File: src/design/ppm_p6_to_rgb222_decoder_defines.svh
// ----------------------------------------------------------------------------
// ppm p6 decoder assertion macros
// shared concurrent check templates, clocked on clk, gated by rst_n
// ----------------------------------------------------------------------------
`ifndef PPM_P6_TO_RGB222_DECODER_DEFINES_SVH
`define PPM_P6_TO_RGB222_DECODER_DEFINES_SVH

// same-cycle implication
`define P6DEC_ASSERT_SAME(lbl, ante, cons, msg) \
  lbl: assert property (@(posedge clk) disable iff (!rst_n) (ante) |-> (cons)) \
    else $error(msg);

// next-cycle implication
`define P6DEC_ASSERT_NEXT(lbl, ante, cons, msg) \
  lbl: assert property (@(posedge clk) disable iff (!rst_n) (ante) |=> (cons)) \
    else $error(msg);

`endif

File: src/design/p6dec_pkg.sv
// ----------------------------------------------------------------------------
// p6dec_pkg
// phase codes, byte constants and result type of the ppm p6 decoder
// ----------------------------------------------------------------------------
package p6dec_pkg;

  localparam logic [2:0] PH_HEADER       = 3'd0;
  localparam logic [2:0] PH_AFTER_HEADER = 3'd1;
  localparam logic [2:0] PH_COMMENT      = 3'd2;
  localparam logic [2:0] PH_WIDTH        = 3'd3;
  localparam logic [2:0] PH_HEIGHT       = 3'd4;
  localparam logic [2:0] PH_MAXVAL       = 3'd5;
  localparam logic [2:0] PH_PIXELS       = 3'd6;
  localparam logic [2:0] PH_IDLE         = 3'd7;

  localparam logic [7:0] CHR_P     = 8'h50;
  localparam logic [7:0] CHR_SIX   = 8'h36;
  localparam logic [7:0] CHR_LF    = 8'h0a;
  localparam logic [7:0] CHR_HASH  = 8'h23;
  localparam logic [7:0] CHR_SPACE = 8'h20;
  localparam logic [7:0] CHR_ZERO  = 8'h30;
  localparam int         MAXVAL_8BIT = 255;

  localparam logic [1:0] HDR_LAST_IDX = 2'd2;
  localparam logic [1:0] CHAN_BLUE    = 2'd2;

  typedef struct packed {
    logic       valid;
    logic [5:0] pixel;
    logic       last;
  } p6dec_res_t;

  function automatic logic [7:0] magic_byte(input logic [1:0] idx);
    logic [7:0] b;
    case (idx)
      2'd0:    b = CHR_P;
      2'd1:    b = CHR_SIX;
      default: b = CHR_LF;
    endcase
    return b;
  endfunction

endpackage

File: src/design/ppm_p6_to_rgb222_decoder.sv
// ----------------------------------------------------------------------------
// ppm_p6_to_rgb222_decoder
// streams a binary ppm (p6) file in bytes and emits rgb222 pixels
// ----------------------------------------------------------------------------
// usage
//   in_*  : one file byte per word in in_tdata, in_tuser high on the first
//           byte of a file restarts the parser
//   out_* : one rgb222 pixel per word in out_tdata[5:0] (red high),
//           out_tlast high on the final pixel of the image
//   a byte is taken every cycle while in_tready is high; each red/green/blue
//   triple gives one pixel, held in the output register or the skid stage
//   throughput: one byte per cycle while in_tready is high
//   header, comment, size and maxval bytes, bad files, maxval other than
//   255 modulo 2**DIMENSION_BITS and bytes after the image give no words
//   reset: parser waits for "P6\n", output register and skid stage empty
//   stall: a held pixel sits in the output register, one more goes into the
//   skid stage, then in_tready drops until out_tready returns
// ----------------------------------------------------------------------------
`include "ppm_p6_to_rgb222_decoder_defines.svh"

module ppm_p6_to_rgb222_decoder #(
  parameter int DIMENSION_BITS = 16
) (
  input  logic       clk,
  input  logic       rst_n,
  input  logic       in_tvalid,
  output logic       in_tready,
  input  logic [7:0] in_tdata,   // [7:0] byte_value
  input  logic       in_tuser,   // [0] first_byte
  output logic       out_tvalid,
  input  logic       out_tready,
  output logic [7:0] out_tdata,  // [5:0] pixel, [7:6] zero
  output logic       out_tlast   // last_pixel
);
  import p6dec_pkg::*;

  p6dec_res_t res;
  logic       in_acc;
  logic       out_valid_r;
  logic [5:0] out_pixel_r;
  logic       out_last_r;
  logic       skid_valid_r;
  logic [5:0] skid_pixel_r;
  logic       skid_last_r;
  logic       out_free;

  assign in_tready = !skid_valid_r;
  assign in_acc    = in_tvalid && in_tready;
  assign out_free  = !out_valid_r || out_tready;

  p6dec_core #(
    .DIMENSION_BITS(DIMENSION_BITS)
  ) u_core (
    .clk       (clk),
    .rst_n     (rst_n),
    .byte_vld  (in_acc),
    .byte_value(in_tdata),
    .first_byte(in_tuser),
    .res       (res)
  );

  always_ff @(posedge clk) begin
    if (!rst_n) begin
      out_valid_r  <= 1'b0;
      skid_valid_r <= 1'b0;
    end else if (skid_valid_r) begin
      if (out_tready) begin
        out_valid_r  <= 1'b1;
        skid_valid_r <= 1'b0;
      end
    end else if (res.valid) begin
      if (out_free) out_valid_r <= 1'b1;
      else skid_valid_r <= 1'b1;
    end else if (out_tready) begin
      out_valid_r <= 1'b0;
    end
  end

  always_ff @(posedge clk) begin
    if (skid_valid_r) begin
      if (out_tready) begin
        out_pixel_r <= skid_pixel_r;
        out_last_r  <= skid_last_r;
      end
    end else if (res.valid) begin
      if (out_free) begin
        out_pixel_r <= res.pixel;
        out_last_r  <= res.last;
      end else begin
        skid_pixel_r <= res.pixel;
        skid_last_r  <= res.last;
      end
    end
  end

  assign out_tvalid = out_valid_r;
  assign out_tdata  = {2'b00, out_pixel_r};
  assign out_tlast  = out_last_r;

  `P6DEC_ASSERT_SAME(a_skid_behind_out, skid_valid_r, out_valid_r,
                     "skid word held with empty output register")
  `P6DEC_ASSERT_NEXT(a_skid_drains, skid_valid_r && out_tready,
                     out_valid_r && !skid_valid_r, "skid word not moved to output")
  `P6DEC_ASSERT_NEXT(a_pixel_lands, res.valid && !out_valid_r, out_valid_r,
                     "pixel lost on empty output")
  `P6DEC_ASSERT_SAME(a_no_pixel_when_full, skid_valid_r, !res.valid,
                     "pixel produced while skid stage full")

endmodule

File: src/design/p6dec_core.sv
// ----------------------------------------------------------------------------
// p6dec_core
// ppm p6 header parser and rgb222 pixel packer, one byte per cycle on byte_vld
// ----------------------------------------------------------------------------
module p6dec_core #(
  parameter int DIMENSION_BITS = 16
) (
  input  logic                   clk,
  input  logic                   rst_n,
  input  logic                   byte_vld,
  input  logic [7:0]             byte_value,
  input  logic                   first_byte,
  output p6dec_pkg::p6dec_res_t  res
);
  import p6dec_pkg::*;

  localparam int D = DIMENSION_BITS;

  logic [2:0]   phase_r, phase_nxt, cur_phase;
  logic [1:0]   hdr_idx_r, hdr_idx_nxt, cur_hdr_idx;
  logic [D-1:0] width_r, width_nxt, cur_width;
  logic [D-1:0] height_r, height_nxt, cur_height;
  logic [D-1:0] maxval_r, maxval_nxt, cur_maxval;
  logic [D-1:0] col_r, col_nxt, cur_col;
  logic [D-1:0] row_r, row_nxt, cur_row;
  logic [1:0]   chan_r, chan_nxt, cur_chan;
  logic [5:0]   partial_r, partial_nxt, cur_partial;
  logic [D-1:0] digit_src, digit_val;
  logic [D-1:0] col_inc, row_inc;
  logic [5:0]   packed_colour;

  always_comb begin
    cur_phase   = first_byte ? PH_HEADER : phase_r;
    cur_hdr_idx = first_byte ? '0 : hdr_idx_r;
    cur_width   = first_byte ? '0 : width_r;
    cur_height  = first_byte ? '0 : height_r;
    cur_maxval  = first_byte ? '0 : maxval_r;
    cur_col     = first_byte ? '0 : col_r;
    cur_row     = first_byte ? '0 : row_r;
    cur_chan    = first_byte ? '0 : chan_r;
    cur_partial = first_byte ? '0 : partial_r;
  end

  // value*10 + byte - '0', wrapping
  always_comb begin
    case (cur_phase)
      PH_HEIGHT: digit_src = cur_height;
      PH_MAXVAL: digit_src = cur_maxval;
      default:   digit_src = cur_width;
    endcase
    digit_val = (digit_src << 3) + (digit_src << 1) + D'(byte_value) - D'(CHR_ZERO);
  end

  assign col_inc       = cur_col + D'(1);
  assign row_inc       = cur_row + D'(1);
  assign packed_colour = {cur_partial[3:0], byte_value[7:6]};

  always_comb begin
    phase_nxt   = cur_phase;
    hdr_idx_nxt = cur_hdr_idx;
    width_nxt   = cur_width;
    height_nxt  = cur_height;
    maxval_nxt  = cur_maxval;
    col_nxt     = cur_col;
    row_nxt     = cur_row;
    chan_nxt    = cur_chan;
    partial_nxt = cur_partial;
    res.valid   = 1'b0;
    res.pixel   = packed_colour;
    res.last    = 1'b0;
    case (cur_phase)
      PH_HEADER: begin
        if (cur_hdr_idx > HDR_LAST_IDX || byte_value != magic_byte(cur_hdr_idx)) begin
          phase_nxt = PH_IDLE;
        end else if (cur_hdr_idx == HDR_LAST_IDX) begin
          phase_nxt = PH_AFTER_HEADER;
        end else begin
          hdr_idx_nxt = cur_hdr_idx + 2'd1;
        end
      end
      PH_AFTER_HEADER: begin
        if (byte_value == CHR_HASH) begin
          phase_nxt = PH_COMMENT;
        end else if (byte_value == CHR_SPACE) begin
          phase_nxt = PH_HEIGHT;
        end else begin
          width_nxt = digit_val;
          phase_nxt = PH_WIDTH;
        end
      end
      PH_COMMENT: begin
        if (byte_value == CHR_LF) phase_nxt = PH_AFTER_HEADER;
      end
      PH_WIDTH: begin
        if (byte_value == CHR_SPACE) phase_nxt = PH_HEIGHT;
        else width_nxt = digit_val;
      end
      PH_HEIGHT: begin
        if (byte_value == CHR_LF) phase_nxt = PH_MAXVAL;
        else height_nxt = digit_val;
      end
      PH_MAXVAL: begin
        if (byte_value != CHR_LF) begin
          maxval_nxt = digit_val;
        end else if (cur_maxval == D'(MAXVAL_8BIT) && cur_width != '0 &&
                     cur_height != '0) begin
          phase_nxt   = PH_PIXELS;
          col_nxt     = '0;
          row_nxt     = '0;
          chan_nxt    = '0;
          partial_nxt = '0;
        end else begin
          phase_nxt = PH_IDLE;
        end
      end
      PH_PIXELS: begin
        if (cur_chan < CHAN_BLUE) begin
          partial_nxt = packed_colour;
          chan_nxt    = cur_chan + 2'd1;
        end else begin
          res.valid   = 1'b1;
          chan_nxt    = '0;
          partial_nxt = '0;
          col_nxt     = col_inc;
          if (col_inc == cur_width) begin
            col_nxt = '0;
            row_nxt = row_inc;
            if (row_inc == cur_height) begin
              res.last  = 1'b1;
              phase_nxt = PH_IDLE;
            end
          end
        end
      end
      default: begin
      end
    endcase
    res.valid = res.valid & byte_vld;
  end

  always_ff @(posedge clk) begin
    if (!rst_n) begin
      phase_r   <= PH_HEADER;
      hdr_idx_r <= '0;
      width_r   <= '0;
      height_r  <= '0;
      maxval_r  <= '0;
      col_r     <= '0;
      row_r     <= '0;
      chan_r    <= '0;
      partial_r <= '0;
    end else if (byte_vld) begin
      phase_r   <= phase_nxt;
      hdr_idx_r <= hdr_idx_nxt;
      width_r   <= width_nxt;
      height_r  <= height_nxt;
      maxval_r  <= maxval_nxt;
      col_r     <= col_nxt;
      row_r     <= row_nxt;
      chan_r    <= chan_nxt;
      partial_r <= partial_nxt;
    end
  end

endmodule

File: config.mk
export PLATFORM = sky130hd
export DESIGN_NAME = ppm_p6_to_rgb222_decoder
export DESIGN_NICKNAME = d
export VERILOG_FILES = /design/src/design/p6dec_pkg.sv /design/src/design/ppm_p6_to_rgb222_decoder.sv /design/src/design/p6dec_core.sv
export VERILOG_INCLUDE_DIRS = /design/src /design/src/design
export SDC_FILE = /design/constraint.sdc
export NUM_CORES = 1
export LEC_CHECK = 0
export BUFFER_PORTS_ARGS = -buffer_cell sky130_fd_sc_hd__clkbuf_2
export CORE_MARGIN = 2
export CORE_UTILIZATION = 40
export CTS_BUF_LIST = sky130_fd_sc_hd__clkbuf_16
export DETAILED_ROUTE_END_ITERATION = 16
export PLACE_DENSITY = 0.53
export SLEW_MARGIN = 20
export SYNTH_ARGS = -nofsm -noshare
export SYNTH_HDL_FRONTEND = slang
export SYNTH_SLANG_ARGS = --single-unit
File: constraint.sdc
create_clock -name clk -period 7.4 [get_ports clk]
set_clock_uncertainty 0.1 [all_clocks]
set_input_delay 1.11 -clock clk [delete_from_list [all_inputs] [get_ports clk]]
set_output_delay 1.11 -clock clk [all_outputs]
set_load 0.01 [all_outputs]
==> impl_metrics.env <==
export IMPL_met1_usage=0.350
export IMPL_ir_drop_uv=102
export IMPL_fin_nets=1009
export IMPL_async_flop_share=0
export IMPL_status="finished clean"
export IMPL_relSlewSlack=0.324
export IMPL_dr_pass1_iters=5
export IMPL_cts_resized=0
export IMPL_synth_edf_count=14
export IMPL_routed_via_density=5.84
export IMPL_clockBufferDepth=2
export IMPL_synth_top_family_by_area="simple AND/OR/NAND/NOR gates"
export IMPL_grt_setup_unrepaired="no"
export IMPL_cp_start_kind="primary input"
export IMPL_setup_violations_final=0
export IMPL_initial_core_util=0.409
export IMPL_synth_compound_area_frac=0.207
export IMPL_yosysMostFrequentCell="nor2_1"
export IMPL_htreeDepth=3
export IMPL_p_leak_nw=3.12
export IMPL_grt_pass1_vias=6551
export IMPL_track_usage=0.243
export IMPL_multi_input_area_mm2=0.00500
export IMPL_grt_pass1_wl_um=38200
export IMPL_synth_area_mux_share=0.0308
export IMPL_gp_congestion=0.840
export IMPL_ys_types=81
export IMPL_yosys_area_share_simple=0.251
export IMPL_port_buffers=21
export IMPL_globalRouteOverflowTotal=0
export IMPL_insertion_delay_ns=0.38
export IMPL_cts_setup_buffers=0
export IMPL_yosysSeqAreaShare=0.296
export IMPL_busiest_layer="met2"
export IMPL_antenna_found_initial=0
export IMPL_whs_ns=0.396
export IMPL_synth_xor_area_frac=0.0758
export IMPL_drt_total_wl_um=24000
export IMPL_antenna_cells=0
export IMPL_fp_dieH_um=143
export IMPL_dr_total_vias=7091
export IMPL_finalHoldViolations=0
export IMPL_core_mm2=0.0188
export IMPL_design_area_mm2=0.00830
export IMPL_syn_area_mm2=0.00771
export IMPL_yosysWarnings=0
export IMPL_synth_largest_area_cell="dfxtp_1"
export IMPL_tightest_slew_ns=1.01
export IMPL_synth_top_area_frac=0.241
export IMPL_drive_above_1_share=0.0881
export IMPL_synth_area_leaders="dfxtp_1, ha_1, edfxtp_1, nor2_1, xnor2_1"
export IMPL_wl_per_cell_um=19.8
export IMPL_syn_area_per_cell_um2=7.98
export IMPL_first_iter_violations=608
export IMPL_worstSetupEndpointType="flip-flop"
export IMPL_grtUsageMet3=0.0362
export IMPL_regArea_mm2=0.00228
export IMPL_synth_cells=966
export IMPL_cp_required_ns=7.57
export IMPL_placed_cell_area_mm2=0.00799
export IMPL_dp_slack_ns=1.63
export IMPL_fillers=1927
export IMPL_max_cap_viol_count=0
export IMPL_worst_path_max_fanout=25
export IMPL_postRouteAntennaNets=0
export IMPL_synthFlopType="dfxtp_1"
export IMPL_synthAdderAreaFrac=0.0802
export IMPL_ys_ff_latch=107
export IMPL_cts_root_buffer="clkbuf_16"
export IMPL_ios=24
export IMPL_final_max_slew_violation_count=0
export IMPL_row_count=50
export IMPL_cp_arrival_ns=5.58
export IMPL_cts_tree="done"
export IMPL_power_density_mw_per_mm2=172
export IMPL_grt_max_degree=59
export IMPL_die_w_um=143
export IMPL_dieArea_mm2=0.0204
export IMPL_clk_pin_slew_worst_paths_ns=0.08
export IMPL_hpwl_um=17400
export IMPL_drc=0
export IMPL_hold_path_class="reg2reg"
export IMPL_cts_hold_buf=0
export IMPL_fin_setup_tns_ns=0
export IMPL_path_class="in2reg"
export IMPL_use_met2=0.386
export IMPL_syn_to_final_growth_pct=7.71
export IMPL_fin_crit_sh=0.731
export IMPL_cts_buffers=9
export IMPL_timing_final_ws_setup_ns=1.99
export IMPL_finalCriticalPeriod_ns=5.41
export IMPL_fmax_ghz=0.185
export IMPL_numClockSinks=107
export IMPL_ys_top_cells_by_count="nor2_1, dfxtp_1, nand2_1"
==> worst max-delay path, cell delays in order <==
cell and delay [ns]:
clkbuf_2 0.36, nor2_2 0.36, nor2_1 0.07, a211oi_1 0.32
inv_1 0.08, ha_1 0.30, fa_1 0.58, inv_1 0.06
ha_1 0.28, a21o_1 0.17, a21oi_1 0.24, o21ai_0 0.17
nand2_1 0.08, o21ai_0 0.11, o41ai_1 0.78, nor4b_1 0.12
a311o_1 0.35
==> cell families after synthesis <==
family | count (synthesis)
other cells | 1
xor+xnor | 65
flops | 107
buf+inv | 109
mux | 23
fa+ha+maj | 47
simple gates | 383
compound gates | 231
==> sequential cells by signal, summed over array words and instances (netlist names) <==
| register | flops |
|---|---|
| u_core.col_r | 16 |
| u_core.height_r | 16 |
| u_core.maxval_r | 16 |
| u_core.row_r | 16 |
| u_core.width_r | 16 |
| out_pixel_r | 6 |
| skid_pixel_r | 6 |
| u_core.partial_r | 4 |
| u_core.phase_r | 3 |
| u_core.chan_r | 2 |
| u_core.hdr_idx_r | 2 |
| out_tlast | 1 |
| out_tvalid | 1 |
| skid_last_r | 1 |
| skid_valid_r | 1 |
==> report_power, final <==
group          switching, mW  total (mW)  internal [mW]
Clock                  0.276       0.523          0.247
Combinational          0.198       0.297         0.0985
Sequential            0.0147       0.609          0.594
==> worst paths after layout <==
kind	startpoint	cells past startpoint	slack (ns)	to
worst min register to register	u_core.col_r[15]	2	0.40	u_core.col_r[15]
worst max register to register	u_core.phase_r[2]	17	2.41	u_core.maxval_r[14]
worst min-delay path	u_core.col_r[15]	2	0.40	u_core.col_r[15]
worst max-delay path	in_tuser	17	1.99	u_core.maxval_r[14]
==> layout make-up <==
| type | instances | area share |
|---|---|---|
| Timing Repair Buffer | 37 | 0.0271 |
| Tap cell | 260 | 0.0392 |
| Clock buffer | 9 | 0.0271 |
| Multi-Input combinational cell | 751 | 0.602 |
| Sequential cell | 107 | 0.275 |
| Clock inverter | 7 | 0.0107 |
| Inverter | 43 | 0.0194 |
==> layout by cell type (no fill, tap or decap), drive strengths merged, types with 17 or more instances in the layout <==
cell    count
o31ai      20
nor3       22
inv        47
a21oi      52
xnor2      42
nand2      92
a22oi      41
dfxtp      93
nand3      34
nor2      110
clkbuf     30
nor4       22
nor2b      18
mux2i      17
xor2       23
ha         43
o21ai      37
==> routing by layer <==
layer / wire [um] / up-vias
li1: - / 3478
met1: 11800 / 3425
met2: 10900 / 163
met3: 1000 / 25
met4: 291 / 0
met5: 0 / -
==> per-stage QoR <==
| stage | total power, mW | instances | utilization |
|---|---|---|---|
| floorplan | 0.822 | 967 | - |
| global placement | 0.913 | 1198 | 0.424 |
| detailed placement | 0.915 | 1198 | 0.424 |
| CTS | 1.44 | 1214 | 0.441 |
| global route | 1.49 | 1214 | 0.441 |
| finish | 1.43 | 1214 | 0.441 |
No activity file was read; power rests on OpenSTA's default activity.
